[config.mk]
export PLATFORM = sky130hd
export DESIGN_NAME = cpu_boost_timer_controller_flat
export DESIGN_NICKNAME = d
export VERILOG_FILES = /design/src/hdl/cbt_pkg.sv /design/src/hdl/cbt_channels.sv /design/src/hdl/cpu_boost_timer_controller.sv /design/src/flat_wrapper.sv
export SDC_FILE = /design/constraint.sdc
export NUM_CORES = 1
export LEC_CHECK = 0
export ABC_AREA = 1
export BUFFER_PORTS_ARGS = -buffer_cell sky130_fd_sc_hd__buf_4
export CAP_MARGIN = 15
export CORE_MARGIN = 2
export CORE_UTILIZATION = 55
export CTS_CLUSTER_DIAMETER = 150
export CTS_CLUSTER_SIZE = 25
export DETAILED_ROUTE_END_ITERATION = 7
export PLACE_DENSITY_LB_ADDON = 0.2
export SLEW_MARGIN = 20
export SYNTH_ARGS = -nofsm -noshare
export SYNTH_HDL_FRONTEND = slang
export SYNTH_SLANG_ARGS = --single-unit
[constraint.sdc]
create_clock -name clk -period 6.7 [get_ports clk]
set_clock_uncertainty 0.05 [all_clocks]
set_input_delay 0.67 -clock clk [delete_from_list [all_inputs] [get_ports clk]]
set_output_delay 0.67 -clock clk [all_outputs]
set_load 0.05 [all_outputs]
[src/hdl/cbt_pkg.sv]
`timescale 1ns / 1ps

package cbt_pkg;

	localparam int FREQ_W  = 24;
	localparam int MS_W    = 16;
	localparam int CLOCK_W = 32;

	localparam logic [MS_W-1:0] INPUT_BOOST_MS_RST = MS_W'(64);
	localparam logic [MS_W-1:0] WAKE_BOOST_MS_RST  = MS_W'(1000);

	// event codes; codes 6 and 7 are left unused and are ignored
	typedef enum logic [2:0] {
		OP_TICK       = 3'd0,
		OP_INPUT      = 3'd1,
		OP_MAX_KICK   = 3'd2,
		OP_SCREEN_ON  = 3'd3,
		OP_SCREEN_OFF = 3'd4,
		OP_QUERY      = 3'd5
	} op_t;

	typedef enum logic [1:0] {
		REG_BOOST_FREQ_LP   = 2'd0,
		REG_BOOST_FREQ_PERF = 2'd1,
		REG_INPUT_BOOST_MS  = 2'd2,
		REG_WAKE_BOOST_MS   = 2'd3
	} cfg_idx_t;

	typedef struct packed {
		logic [2:0]        op;
		logic [MS_W-1:0]   kick_duration_ms;
		logic              cluster_is_low_power;
		logic [FREQ_W-1:0] policy_max_khz;
		logic [FREQ_W-1:0] policy_min_khz;
		logic [FREQ_W-1:0] hardware_min_khz;
	} evt_t;

	typedef struct packed {
		logic [FREQ_W-1:0] new_policy_min_khz;
		logic              display_on;
		logic              input_boosted;
		logic              max_boosted;
	} res_t;

endpackage

[src/hdl/cbt_channels.sv]
`timescale 1ns / 1ps

// event channel
interface cbt_evt_if;
	logic          valid;
	logic          ready;
	cbt_pkg::evt_t item;
	modport source(output valid, output item, input ready);
	modport sink(input valid, input item, output ready);
endinterface

// result channel
interface cbt_res_if;
	logic          valid;
	logic          ready;
	cbt_pkg::res_t item;
	modport source(output valid, output item, input ready);
	modport sink(input valid, input item, output ready);
endinterface

// register write channel
interface cbt_cfg_if;
	logic                           valid;
	logic                           ready;
	cbt_pkg::cfg_idx_t              index;
	logic [cbt_pkg::FREQ_W-1:0]     data;
	modport source(output valid, output index, output data, input ready);
	modport sink(input valid, input index, input data, output ready);
endinterface

[src/hdl/cpu_boost_timer_controller.sv]
`timescale 1ns / 1ps

// CPU boost timer controller.
// Channels: evt carries one event word (tick, input event, max kick,
// screen on, screen off, policy query); res returns exactly one result
// word per event: the new policy minimum for a query (0 otherwise) plus
// the screen, input-boost and max-boost flags after the event. cfg is a
// write-only register port, always ready; write it only while idle.
// An accepted event sits in the input register and is evaluated against
// the controller state once the result slot is free; on that edge the state
// is updated and the result word is loaded, and res.valid then goes high.
// Throughput: one event per cycle unless res stalls; the limit is the single
// evaluation stage: a 32-bit add for kick expiry, then wrap-safe compare.
// Stall: when res is not taken, the result register holds, the input
// register fills, and then evt.ready drops until the result word leaves.
// Reset (arst_n low): flags, timers, running time and expiry clear; both
// boost frequencies return to 0, input boost to 64 ms, wake boost to
// 1000 ms; both registers empty.
module cpu_boost_timer_controller (
	input  logic  clk,
	input  logic  arst_n,
	cbt_cfg_if.sink   cfg,
	cbt_evt_if.sink   evt,
	cbt_res_if.source res
);
	import cbt_pkg::*;

	// configuration
	logic [FREQ_W-1:0] boost_lp_q, boost_perf_q;
	logic [MS_W-1:0]   input_ms_q, wake_ms_q;

	// controller state
	logic               awake_q, input_q, max_q;
	logic               in_pend_q, max_pend_q;
	logic [MS_W-1:0]    in_rem_q, max_rem_q;
	logic [CLOCK_W-1:0] now_q, expiry_q;

	// next state
	logic               awake_d, input_d, max_d;
	logic               in_pend_d, max_pend_d;
	logic [MS_W-1:0]    in_rem_d, max_rem_d;
	logic [CLOCK_W-1:0] now_d, expiry_d;

	// pipeline
	evt_t evt_s1;
	logic evt_vld_s1;
	res_t res_q;
	logic res_vld_q;
	res_t res_d;
	logic adv;

	// kick evaluation
	logic               kick_en;
	logic [MS_W-1:0]    kick_dur;
	logic [CLOCK_W-1:0] kick_target, kick_diff;
	logic               kick_skip;
	logic [FREQ_W-1:0]  bf, query_khz;

	// Advance the stage when an event is held and the result slot frees up.
	assign adv       = evt_vld_s1 && (!res_vld_q || res.ready);
	assign evt.ready = !evt_vld_s1 || adv;
	assign cfg.ready = 1'b1;
	assign res.valid = res_vld_q;
	assign res.item  = res_q;

	always_ff @(posedge clk or negedge arst_n) begin
		if (!arst_n) begin
			boost_lp_q   <= '0;
			boost_perf_q <= '0;
			input_ms_q   <= INPUT_BOOST_MS_RST;
			wake_ms_q    <= WAKE_BOOST_MS_RST;
		end else if (cfg.valid) begin
			case (cfg.index)
				REG_BOOST_FREQ_LP:   boost_lp_q   <= cfg.data;
				REG_BOOST_FREQ_PERF: boost_perf_q <= cfg.data;
				REG_INPUT_BOOST_MS:  input_ms_q   <= cfg.data[MS_W-1:0];
				REG_WAKE_BOOST_MS:   wake_ms_q    <= cfg.data[MS_W-1:0];
				default: ;
			endcase
		end
	end

	// Input register: load on accept, drop once evaluated.
	always_ff @(posedge clk or negedge arst_n) begin
		if (!arst_n) begin
			evt_vld_s1 <= 1'b0;
		end else if (evt.valid && evt.ready) begin
			evt_vld_s1 <= 1'b1;
		end else if (adv) begin
			evt_vld_s1 <= 1'b0;
		end
	end

	always_ff @(posedge clk) begin
		if (evt.valid && evt.ready) begin
			evt_s1 <= evt.item;
		end
	end

	// Max kick: screen on uses the wake duration, and sets the awake flag
	// first, so its kick always sees the screen awake.
	always_comb begin
		kick_dur    = (evt_s1.op == OP_SCREEN_ON) ? wake_ms_q : evt_s1.kick_duration_ms;
		kick_target = now_q + CLOCK_W'(kick_dur);
		kick_diff   = expiry_q - kick_target;
		// a later expiry already in effect wins (signed difference above zero)
		kick_skip   = (kick_diff != '0) && !kick_diff[CLOCK_W-1];
		kick_en     = ((evt_s1.op == OP_SCREEN_ON) ||
			(evt_s1.op == OP_MAX_KICK && awake_q)) && !kick_skip;
	end

	// Policy query: max boost wins, a disabled boost frequency keeps the
	// policy minimum, an input boost caps at the policy maximum.
	always_comb begin
		bf = evt_s1.cluster_is_low_power ? boost_lp_q : boost_perf_q;
		if (max_q) begin
			query_khz = evt_s1.policy_max_khz;
		end else if (bf == '0) begin
			query_khz = evt_s1.policy_min_khz;
		end else if (input_q) begin
			query_khz = (evt_s1.policy_max_khz < bf) ? evt_s1.policy_max_khz : bf;
		end else begin
			query_khz = evt_s1.hardware_min_khz;
		end
	end

	always_comb begin
		awake_d    = awake_q;
		input_d    = input_q;
		max_d      = max_q;
		in_pend_d  = in_pend_q;
		max_pend_d = max_pend_q;
		in_rem_d   = in_rem_q;
		max_rem_d  = max_rem_q;
		now_d      = now_q;
		expiry_d   = expiry_q;
		res_d.new_policy_min_khz = '0;

		case (evt_s1.op)
			OP_TICK: begin
				now_d = now_q + CLOCK_W'(1);
				// a count of 0 or 1 expires on this tick
				if (in_pend_q) begin
					if (in_rem_q <= MS_W'(1)) begin
						in_pend_d = 1'b0;
						in_rem_d  = '0;
						input_d   = 1'b0;
					end else begin
						in_rem_d = in_rem_q - MS_W'(1);
					end
				end
				if (max_pend_q) begin
					if (max_rem_q <= MS_W'(1)) begin
						max_pend_d = 1'b0;
						max_rem_d  = '0;
						max_d      = 1'b0;
					end else begin
						max_rem_d = max_rem_q - MS_W'(1);
					end
				end
			end
			OP_INPUT: begin
				if (awake_q) begin
					input_d   = 1'b1;
					in_pend_d = 1'b1;
					in_rem_d  = input_ms_q;
				end
			end
			OP_MAX_KICK, OP_SCREEN_ON: begin
				if (evt_s1.op == OP_SCREEN_ON) begin
					awake_d = 1'b1;
				end
				if (kick_en) begin
					expiry_d   = kick_target;
					max_rem_d  = kick_dur;
					max_pend_d = 1'b1;
					max_d      = 1'b1;
				end
			end
			OP_SCREEN_OFF: begin
				// cancel both timers; the recorded expiry is kept
				awake_d    = 1'b0;
				input_d    = 1'b0;
				max_d      = 1'b0;
				in_pend_d  = 1'b0;
				max_pend_d = 1'b0;
				in_rem_d   = '0;
				max_rem_d  = '0;
			end
			OP_QUERY: begin
				res_d.new_policy_min_khz = query_khz;
			end
			default: ;
		endcase

		res_d.display_on    = awake_d;
		res_d.input_boosted = input_d;
		res_d.max_boosted   = max_d;
	end

	always_ff @(posedge clk or negedge arst_n) begin
		if (!arst_n) begin
			awake_q    <= 1'b0;
			input_q    <= 1'b0;
			max_q      <= 1'b0;
			in_pend_q  <= 1'b0;
			max_pend_q <= 1'b0;
			in_rem_q   <= '0;
			max_rem_q  <= '0;
			now_q      <= '0;
			expiry_q   <= '0;
		end else if (adv) begin
			awake_q    <= awake_d;
			input_q    <= input_d;
			max_q      <= max_d;
			in_pend_q  <= in_pend_d;
			max_pend_q <= max_pend_d;
			in_rem_q   <= in_rem_d;
			max_rem_q  <= max_rem_d;
			now_q      <= now_d;
			expiry_q   <= expiry_d;
		end
	end

	// Result register: hold while stalled, drop once taken.
	always_ff @(posedge clk or negedge arst_n) begin
		if (!arst_n) begin
			res_vld_q <= 1'b0;
		end else if (adv) begin
			res_vld_q <= 1'b1;
		end else if (res.ready) begin
			res_vld_q <= 1'b0;
		end
	end

	always_ff @(posedge clk) begin
		if (adv) begin
			res_q <= res_d;
		end
	end

	// boosts only live while the screen is awake
	a_boost_needs_awake: assert property (@(posedge clk) disable iff (!arst_n)
		(input_q || max_q) |-> awake_q)
		else $error("boost flag set while screen asleep");

	a_input_timer_tracks_flag: assert property (@(posedge clk) disable iff (!arst_n)
		in_pend_q == input_q)
		else $error("input timer and input boost flag disagree");

	a_max_timer_tracks_flag: assert property (@(posedge clk) disable iff (!arst_n)
		max_pend_q == max_q)
		else $error("max timer and max boost flag disagree");

	a_state_holds_without_event: assert property (@(posedge clk) disable iff (!arst_n)
		!adv |=> ($stable(now_q) && $stable(expiry_q)))
		else $error("running time moved without an event");

	a_result_follows_event: assert property (@(posedge clk) disable iff (!arst_n)
		adv |=> res_vld_q)
		else $error("evaluated event produced no result word");

endmodule

[src/flat_wrapper.sv]
// flat-port wrapper written by rule: the top's interface ports become plain ports
module cpu_boost_timer_controller_flat import cbt_pkg::*;
  (clk, arst_n, cfg_valid, cfg_index, cfg_data, cfg_ready, evt_valid, evt_item, evt_ready, res_valid, res_item, res_ready);
  cbt_cfg_if cfg_i ();
  cbt_evt_if evt_i ();
  cbt_res_if res_i ();
  input  logic clk;
  input  logic arst_n;
  input wire logic [$bits(cfg_i.valid)-1:0] cfg_valid;
  input wire logic [$bits(cfg_i.index)-1:0] cfg_index;
  input wire logic [$bits(cfg_i.data)-1:0] cfg_data;
  output wire logic [$bits(cfg_i.ready)-1:0] cfg_ready;
  input wire logic [$bits(evt_i.valid)-1:0] evt_valid;
  input wire logic [$bits(evt_i.item)-1:0] evt_item;
  output wire logic [$bits(evt_i.ready)-1:0] evt_ready;
  output wire logic [$bits(res_i.valid)-1:0] res_valid;
  output wire logic [$bits(res_i.item)-1:0] res_item;
  input wire logic [$bits(res_i.ready)-1:0] res_ready;
  assign cfg_i.valid = cfg_valid;
  assign cfg_i.index = cfg_index;
  assign cfg_i.data = cfg_data;
  assign cfg_ready = cfg_i.ready;
  assign evt_i.valid = evt_valid;
  assign evt_i.item = evt_item;
  assign evt_ready = evt_i.ready;
  assign res_valid = res_i.valid;
  assign res_item = res_i.item;
  assign res_i.ready = res_ready;
  cpu_boost_timer_controller u_core (.clk(clk), .arst_n(arst_n), .cfg(cfg_i), .evt(evt_i), .res(res_i));
endmodule
==> impl_metrics.toml <==
[timing]
max_freq_mhz = 165
period_minus_slack_ns = 6.05
report.final.hold_viol_count = 0
timing_max_transition_violations_final = 0
layout_worst_path_cycle_share_pct = 90.4
final.setup.tns_ns = 0
setup_repair_after_global_routing_missed_its_margin = "no"
transition_time_of_the_tightest_slew_check_pin_ns = 1.06
slew_headroom_pct = 29.3
setup_viol = 0

[setup_path]
timing.critical_path.mode_cell = "sky130_fd_sc_hd__nand2_1"
crit_path_end_kind = "flip-flop"
crit_path_start_kind = "flip-flop"
critPathArrivalTime_ns = 6.41
slowest_delay_ns = 0.48
worst_r2r_endpoint = "u_core.max_rem_q[9]$_DFFE_PN0P_"
path_depth_of_the_worst_reg2reg_path = 33
worst_setup_sp = "u_core.evt_s1[91]$_DFFE_PP_"
critical_path.reg2reg.startpoint = "u_core.evt_s1[91]$_DFFE_PP_"
critical_path_class = "reg -> reg"
worst-path-stages = 33
worstPathMaxFanout = 18
critical-path-top-delay-family = "simple AND/OR/NAND/NOR gates"
setup.reg_to_reg.worst_slack_ns = 0.65
cp_slowest_cell = "sky130_fd_sc_hd__edfxtp_1"
worstPathRequired_ns = 7.05
cp_num_buf_inv = 4
critical_path.endpoint = "u_core.max_rem_q[9]$_DFFE_PN0P_"

[drt]
finalWirelength_um = 43400
viasPerCell = 5.57
detailedRoute.firstIterationViolations = 1068
vias = 14300
firstDrtPassIters = 5
avgRoutedWirePerCell_um = 16.9
ant_nets = 0
drcViolationCount = 0

[run]
max-cap-violations = 0

[global_route]
gr-usage-all-layers_pct = 26.6
first_global_vias = 13700
globalRouteOverflowTotal = 0
wire_length_of_the_first_global_routing_pass_um = 70600
antenna_found_initial = 0
grt_start_max_net_pins = 73

[yosys]
synth-simple-area-share_pct = 23.0
yosys_warnings = 0
synth_xor_xnor_area_share_pct = 4.19
multiplexer_area_fraction_after_synthesis_pct = 2.30
post_synth.cell_area_avg_um2 = 8.51
async_flop_share_pct = 60.6
synthDistinctLibCells = 56
synth-seq-cells = 302
synth.yosys.seq_area_share_pct = 47.1
synth_enable_flop_cells = 119
fraction_of_the_mapped_netlist_area_in_compound_gates_pct = 10.9
syn-cell-area_um2 = 17300
synth_top_family_by_area = "simple AND/OR/NAND/NOR gates"
mappedNetlistNets = 2238
post_synth_inst_count = 2037
yosys_most_used_dff = "sky130_fd_sc_hd__dfrtp_1"
synth_fa_ha_area_share_pct = 5.72

[die]
placementRows = 65
core_region_area_um2 = 31300
fp.dieArea_um2 = 33000
chipWidth_um = 182
die_h_um = 182
starting_density_of_the_core_pct = 55.4
boundaryPins = 153

[pwr]
share_comb_of_total_power_pct = 41.6
netSwitchingPower_uw = 2560
internal_power_consumption_uw = 3680
p_leak_uw = 0.00927
power.ir.vdd_worst_mv = 0.290
p_sw_share_pct = 41.0
power.clock.fraction_pct = 17.4
flop_pwr_share_pct = 41.0
power_density_nw_per_um2 = 323

[finish]
finalCoreUtilization_pct = 61.6
area.growth.synth_to_final_pct = 11.2
nets_finish = 2359
antennaDiodeCount = 0
fillers = 2684
drive_above_1_share_pct = 12.3

[cts]
clk_pin_slew_worst_paths_ns = 0.10
tritoncts_num_sinks = 302
postCtsHoldBufs = 0
post_cts_resize_count = 0
ctsRootBufferMaster = "sky130_fd_sc_hd__clkbuf_16"
h-tree-depth = 1
clk_path_buf_depth = 3
worstSkewPairLatency_ns = 0.51
tritoncts = "built"
cts.repair_timing.setup_buffer_count = 0
cts-buffers-inserted = 16

[worst_hold_path]
min_path_type = "in -> async"

[placement]
dp_hpwl_um = 32500
port_buffers = 151
globalplace.congestion = 0.948

[run_status]
run_status = "finished clean"
==> through the flow <==
| stage | power [µW] | hold WS [ns] | std cells | area, µm² | setup slack, ns |
|---|---|---|---|---|---|
| floorplan | 4450 | 0.324 | 2037 | 17300 | 1.28 |
| global placement | 5090 | 0.406 | 2542 | 18800 | 0.811 |
| detailed placement | 5150 | 0.422 | 2542 | 18800 | 0.615 |
| finish | 6230 | 0.0613 | 2570 | 19300 | 0.646 |
| global route | 6730 | 0.0942 | 2570 | 19300 | 0.0158 |
| CTS | 6240 | 0.0775 | 2570 | 19300 | 0.570 |
==> worst min-delay path by stage <==
stage | startpoint | end | slack, ns | cells past startpoint
2_1_floorplan | arst_n | u_core.awake_q$_DFFE_PN0P_ | 0.32 | 0
4_1_cts | arst_n | u_core.now_q[26]$_DFFE_PN0P_ | 0.08 | 1
5_1_grt | arst_n | u_core.now_q[26]$_DFFE_PN0P_ | 0.09 | 1
3_5_place_dp | u_core.boost_lp_q[16]$_DFFE_PN0P_ | u_core.boost_lp_q[16]$_DFFE_PN0P_ | 0.42 | 2
3_3_place_gp | u_core.now_q[20]$_DFFE_PN0P_ | u_core.now_q[20]$_DFFE_PN0P_ | 0.41 | 1
6_report | arst_n | u_core.now_q[30]$_DFFE_PN0P_ | 0.06 | 1
==> power by group through the flow <==
| stage | Combinational, µW | Sequential [µW] | Clock, µW |
|---|---|---|---|
| 6_report | 2590 | 2560 | 1080 |
| 5_1_grt | 2960 | 2600 | 1170 |
| 4_1_cts | 2580 | 2550 | 1110 |
| 3_5_place_dp | 2570 | 2590 | 0 |
| 3_3_place_gp | 2510 | 2580 | 0 |
| 2_1_floorplan | 1880 | 2580 | 0 |
==> flip-flops by register name, indices dropped and copies added, names as in the netlist <==
name,flops
u_core.awake_q,1
u_core.expiry_q,32
u_core.wake_ms_q,16
u_core.evt_vld_s1,1
u_core.max_q,1
u_core.max_rem_q,16
u_core.input_q,1
u_core.res.valid,1
u_core.now_q,32
u_core.evt_s1,92
u_core.in_pend_q,1
u_core.boost_perf_q,24
u_core.res.item,27
u_core.max_pend_q,1
u_core.in_rem_q,16
u_core.input_ms_q,16
u_core.boost_lp_q,24
==> worst reg2reg max path: cells and delay by family, from the launching register on <==
kind	cells	cell delay, ns
AO/OA/AOI/OAI	3	0.72
XOR/XNOR	1	0.17
adder cells (fa/ha/maj)	3	0.98
buffers and inverters	4	0.30
flip-flops	1	0.48
multiplexers	1	0.34
AND/OR/NAND/NOR	21	2.88
==> area by class of cell <==
cell class              instances  area, µm²  share of cell area, %
flip-flops and latches        302       8160                   42.3
multi-input cells            1442       8010                   41.5
repair buffers                166       1250                   6.50
inverters                     230        865                   4.48
well taps                     402        503                   2.61
clock buffers                  27        463                   2.40
clock inverters                 1       30.0                  0.156
==> cells in the mapped netlist (43+ instances only) <==
library cell / n / area [µm²]
sky130_fd_sc_hd__nand2_1: 505 / 1900
sky130_fd_sc_hd__a21oi_1: 100 / 500
sky130_fd_sc_hd__o21ai_0: 175 / 876
sky130_fd_sc_hd__ha_1: 76 / 951
sky130_fd_sc_hd__nand3_1: 115 / 576
sky130_fd_sc_hd__nor2_1: 117 / 439
sky130_fd_sc_hd__clkbuf_1: 43 / 161
sky130_fd_sc_hd__xor2_1: 64 / 561
sky130_fd_sc_hd__nand4_1: 43 / 269
sky130_fd_sc_hd__edfxtp_1: 119 / 3570
sky130_fd_sc_hd__dfrtp_1: 176 / 4400
sky130_fd_sc_hd__inv_1: 223 / 837
==> kinds of logic after synthesis <==
family	after synthesis
adder cells (fa/ha/maj)	78
multiplexers	38
flip-flops	302
other	1
AO/OA/AOI/OAI	354
AND/OR/NAND/NOR	888
XOR/XNOR	83
buffers and inverters	293
==> cell usage in the layout (no fill, tap or decap), types with 10 or more instances in the layout <==
cell	n
sky130_fd_sc_hd__mux2i_1	23
sky130_fd_sc_hd__xnor2_1	19
sky130_fd_sc_hd__nand3_1	115
sky130_fd_sc_hd__edfxtp_1	119
sky130_fd_sc_hd__a21oi_1	100
sky130_fd_sc_hd__nand2_2	12
sky130_fd_sc_hd__nand4_1	43
sky130_fd_sc_hd__buf_4	164
sky130_fd_sc_hd__nand3b_1	26
sky130_fd_sc_hd__xor2_1	64
sky130_fd_sc_hd__clkbuf_1	10
sky130_fd_sc_hd__mux2_2	15
sky130_fd_sc_hd__ha_1	76
sky130_fd_sc_hd__nor4_1	10
sky130_fd_sc_hd__o21ai_1	34
sky130_fd_sc_hd__inv_1	222
sky130_fd_sc_hd__nor2_1	116
sky130_fd_sc_hd__nor3_1	24
sky130_fd_sc_hd__o21ai_0	175
sky130_fd_sc_hd__nand2_1	505
sky130_fd_sc_hd__dfrtp_1	176
sky130_fd_sc_hd__clkbuf_16	17
sky130_fd_sc_hd__nor2_2	11
==> metal layers <==
metal	global-route usage, %	share of wire (%)
met1	36.9	44
met2	45.4	49
met3	2.07	4.7
met4	7.25	2.4
met5	0	0
No activity file was read; power rests on OpenSTA's default activity.
